===== config.mk =====
export PLATFORM = sky130hd
export DESIGN_NAME = ccm_ram
export DESIGN_NICKNAME = d
export VERILOG_FILES = /design/src/design/ccm_ram.sv
export SDC_FILE = /design/constraint.sdc
export NUM_CORES = 2
export LEC_CHECK = 0
export BUFFER_PORTS_ARGS = -buffer_cell sky130_fd_sc_hd__buf_2
export CORE_MARGIN = 2
export CORE_UTILIZATION = 25
export DETAILED_ROUTE_END_ITERATION = 10
export GPL_TIMING_DRIVEN = 0
export PLACE_DENSITY = 0.37
export SLEW_MARGIN = 10
export SYNTH_ARGS = -nofsm -noshare
export SYNTH_HDL_FRONTEND = slang
export SYNTH_SLANG_ARGS = --single-unit

===== constraint.sdc =====
create_clock -name clk -period 4.9 [get_ports clk]
set_input_delay 0.245 -clock clk [delete_from_list [all_inputs] [get_ports clk]]
set_output_delay 0.245 -clock clk [all_outputs]
set_load 0.02 [all_outputs]

===== src/design/ccm_ram.sv =====
// Single-port-write, single-port-read synchronous RAM with registered read data.
module ccm_ram #(
  parameter int WIDTH = 10,
  parameter int DEPTH = 256,
  localparam int AW   = $clog2(DEPTH)
) (
  input  logic             clk,
  input  logic             we,
  input  logic [AW-1:0]    waddr,
  input  logic [WIDTH-1:0] wdata,
  input  logic [AW-1:0]    raddr,
  output logic [WIDTH-1:0] rdata
);

  logic [WIDTH-1:0] mem [DEPTH];

  always_ff @(posedge clk) begin
    if (we) begin
      mem[waddr] <= wdata;
    end
  end

  always_ff @(posedge clk) begin
    rdata <= mem[raddr];
  end

endmodule


==> Word-level counts from Yosys, hierarchy flattened <==
Memory sizes are Yosys's and may differ from the RTL's. A register that Yosys moved wholly into a read port is not among the register bits.
Index checks and enable logic that the tools add are counted.
{ "word_totals": {"ff_bits": 0, "word_cells": 3, "inputBits": 28, "mem_count": 1, "ramBits": 2560, "output_inout_bits": 10} }
{ "mem_list": {"columns": ["memory", "depth", "word_bits", "rd", "rd_ports_with_merged_regs", "write_ports", "line", "rtl"], "rows": [
  ["mem", 256, 10, 1, 1, 1, "15", "logic [WIDTH-1:0] mem [DEPTH];"]
]} }
{ "op_classes": {"n_mux": 2} }
{ "op_table": {"columns": ["op", "count"], "rows": [
  ["$mux 1", 2]
]} }

==> Logic depth before layout (Yosys ltp) <==
{ "logic_depth": {"depth_word": 2, "ltp_mapped": 12, "ltp_nobuf": 6} }

==> Worst setup path before layout <==
OpenSTA, ideal clock, no wires.
{ "synth_timing": {"kind": "input port to flip-flop", "start": "input raddr[0]", "end": "register rdata[0] (read register of mem)", "t_arrival_ns": 2.061, "setup_slack_ns": 2.714, "path_buffers": 4, "t_required_ns": 4.774, "cell_stages": 9, "setup_time_ns": 0.126, "cell_sequence": "buf_4 > buf_8 > buf_8 > buf_2 > mux4_2 > a22oi_1 > a21oi_1 > nor4_1 > nor3_1"} }
{ "synth_lines": {"columns": ["element", "line", "rtl"], "rows": [
  ["start: declaration", "11", "input logic [AW-1:0] raddr,"],
  ["end: declaration", "12", "output logic [WIDTH-1:0] rdata"]
]} }

==> results by group <==
Power and ir drop
  – Sequential share of power: 0.500
  – Logic gate share of total power: 0.063
  – Max IR drop VDD: 0.0002558 V
  – Clock network fraction of total power: 0.438
  – Sw Share: 0.2359
  – Leakage: 36.03 nW
  – Switch Pwr: 11.45 mW
  – Cell Pwr Density: 410.9 nW/um^2
  – Internal power: 37.09 mW

Route
  – Routed length per placed instance: 37.51 microns
  – Final WL: 397,200 microns
  – Routed Antenna Nets: 0
  – DRC violations left: 0
  – Vias/cell: 4.942
  – Drt pass-1 iters: 6
  – Total number of vias: 52,340
  – First DRT Iteration DRCs: 6,806

Floorplanning
  – Num ports: 38
  – Core area: 395,700 sq um
  – Number of core rows: 231
  – Initial Utilization: 0.2508
  – DIE WIDTH: 634.1 microns
  – Die Ht: 634.1 microns
  – Die area: 402,100 sq um

Timing
  – Total negative slack: 0 ns
  – Tcrit/Tclk final: 0.9982
  – Slew headroom: 0.06707
  – Unrepaired setup endpoints after global routing: false
  – Max Clock Freq: 204.5 MHz
  – Actual slew at the worst max-slew pin: 1.394 ns
  – Period minus WS final: 4.891 ns
  – Clock skew: 0.03198 ns
  – Fin. Hold Viols: 0
  – Final setup viols: 0
  – Slew Viols, Final: 0

Finish
  – Syn-to-layout area delta: 19.02%
  – Filler cells: 38,300
  – Share of cells above drive strength 1: 0.2645
  – Post-layout util: 0.2986
  – Final nets: 5,141

Critical path
  – Worst reg2reg setup slack: 1.31 ns
  – CP required: 5.61 ns
  – Crit path kind: in -> reg
  – Setup crit end kind: register
  – Startpoint Class: input port
  – Crit path DAT: 5.60 ns
  – CP Max Fanout: 10

Logic synthesis
  – Mapped cell area: 99,250 sq um
  – Synth Instances: 4,642
  – Compound-Gate Fraction of Synth Area: 0.03706
  – Adder-cell share of the synthesized area: 0
  – Simple-gate share of the synthesized area: 0.02323
  – Distinct cells, synth: 53
  – Yosys warning count: 0
  – Syn Area/Cell: 21.38 sq um
  – Yosys reg bits: 2,570
  – Largest family of logic cells by synthesized area: multiplexers
  – Synthesized net count: 4,670
  – Seq/Total Area, Yosys: 0.7765
  – Post-synthesis xor/xnor area fraction: 0
  – Multiplexer area fraction after synthesis: 0.1444

Min path
  – HP Class: in -> reg

Clock network
  – Clock buffer depth: 4
  – TritonCTS clock tree: yes
  – Clock-pin slew on the worst setup and hold paths: 0.06 ns
  – Later-pin clock latency in the skew report: 0.92 ns
  – CTS root buffer: clkbuf_16
  – H-tree level count: 5
  – Total CTS buffers: 303
  – CTS sink count: 2,570
  – Post-CTS setup buffers: 0

Outcome
  – Status: finished, final reports clean

Place
  – Hpwl dp: 270,300 microns
  – PortBufs: 30
  – Routability Congestion: 0.8547

Global route
  – M2 GR Usage: 0.3097
  – Initial antenna violation count: 45
  – Met3 Track Usage GR: 0.03542
  – Largest net degree at the start of global routing: 133
  – Vias in the first global route: 52,040
  – Remaining Overflow, GRT: 0
  – GRT Total Usage: 0.1946
  – First-pass GRT wire length: 516,700 microns
  – Busiest grt layer: met2
  – M1 GR Usage: 0.2655

Flow run
  – Max-cap violations: 0
## path summary, 6_finish.rpt
| path | to | cells after the start | startpoint |
|---|---|---|---|
| worst min register to register | rdata[7] | 7 | mem[227][7] |
| worst min-delay path | mem[163][5] | 3 | waddr[1] |
| worst max-delay path | rdata[0] | 8 | raddr[2] |
| worst max register to register | rdata[0] | 6 | mem[127][0] |
## cell type report
| cell class | instances | area [sq um] | share of cell area |
|---|---|---|---|
| flip-flops and latches | 2570 | 77070 | 0.6524 |
| clock inverters | 142 | 1035 | 0.008759 |
| repair buffers | 166 | 2619 | 0.02217 |
| plain buffers | 284 | 1917 | 0.01623 |
| inverters | 3 | 11.26 | 0.00009532 |
| diodes | 17 | 42.54 | 0.0003601 |
| multi-input cells | 1785 | 20900 | 0.1769 |
| well taps | 5242 | 6559 | 0.05552 |
| clock buffers | 381 | 7981 | 0.06756 |
## cell families (layout without fill, tap and decap cells)
kind of cell	Yosys count	in the layout
AO/OA/AOI/OAI	525	525
multiplexers	746	746
flip-flops	2570	2570
other	0	17
AND/OR/NAND/NOR	514	514
buffers and inverters	287	976
## Yosys cell counts, drive strengths merged
cell | count | area share
a22oi | 191 | 0.014
mux4 | 536 | 0.12
nor4b | 1 | 0.000088
o221ai | 40 | 0.0035
dfxtp | 10 | 0.0020
a311oi | 10 | 0.00095
o22ai | 57 | 0.0036
buf | 152 | 0.014
and2 | 3 | 0.00019
nor4 | 27 | 0.0017
or3 | 6 | 0.00038
or3b | 1 | 0.000088
edfxtp | 2560 | 0.77
nor2 | 292 | 0.011
a32oi | 3 | 0.00026
nand2b | 12 | 0.00076
nor3b | 1 | 0.00013
o32ai | 11 | 0.00097
a221oi | 15 | 0.0013
nand3 | 39 | 0.0020
o21ai | 12 | 0.00061
and3b | 2 | 0.00018
a22o | 13 | 0.0011
o21a | 8 | 0.00061
a21oi | 113 | 0.0057
o22a | 8 | 0.00071
inv | 3 | 0.00011
a31oi | 11 | 0.00069
clkbuf | 132 | 0.0050
a2111oi | 3 | 0.00026
nand3b | 3 | 0.00023
mux2i | 210 | 0.021
o31ai | 6 | 0.00045
a211oi | 10 | 0.00076
nor4bb | 1 | 0.00010
or2 | 8 | 0.00050
o211ai | 8 | 0.00061
nor2b | 24 | 0.0015
nand4 | 11 | 0.00069
nand2 | 47 | 0.0018
a21o | 6 | 0.00045
nor3 | 33 | 0.0017
and3 | 3 | 0.00019
## state kept, by name (all words and copies together), names as in the netlist
signal	cells
rdata	10
mem	2560
## worst max-delay path, stage by stage
cell      delay [ns]
buf_2           0.29
buf_2           0.67
nand2_1         0.75
nor2_2          0.81
a22oi_1         0.33
a311oi_2        0.88
o32ai_1         0.55
nor3_1          0.98
## power groups by stage
| stage | clock (mW) | combinational [mW] | sequential [mW] |
|---|---|---|---|
| after detailed placement | 0 | 3.04 | 24.7 |
| after floorplan | 0 | 1.16 | 24.7 |
| after global routing | 22.5 | 3.10 | 24.2 |
| after global placement | 0 | 2.88 | 24.8 |
| after CTS | 21.7 | 3.05 | 24.3 |
| final | 21.2 | 3.04 | 24.3 |
## repair_timing
item	CTS	global route
hold buffers	10	0
endpoints found under the setup margin	5	0
resized for setup	3	0
endpoints found under the hold margin	574	0
## metal layers
metal,wire [microns],part of all wire
met5,8,0.000020
met4,16030,0.040
met3,25250,0.064
met2,183700,0.46
met1,172300,0.43
## per-stage QoR
step / hold slack [ns] / cell area, sq um / cells / setup slack (ns) / power [mW]
after global routing: 0.1778 / 118100 / 10580 / 0.2110 / 49.84
after detailed placement: 0.5105 / 108900 / 10040 / -1.317 / 27.75
after global placement: 0.6708 / 106000 / 9914 / -2.236 / 27.70
after CTS: 0.03901 / 118000 / 10570 / 0.1294 / 49.01
final: 0.1613 / 118100 / 10590 / 0.009016 / 48.54
after floorplan: 0.3439 / 99250 / 4642 / 2.714 / 25.90
## cells in the final DEF, fill, tap and decap left out, drive strengths merged, types with 27 or more instances in the layout
master / count
mux4: 536
o22ai: 57
a22oi: 191
nor3: 33
a21oi: 113
clkbuf: 513
mux2i: 210
clkinv: 114
nand2: 47
o221ai: 40
buf: 308
nor4: 27
nor2: 292
edfxtp: 2560
nand3: 39
No activity file was read; power rests on OpenSTA's default activity.
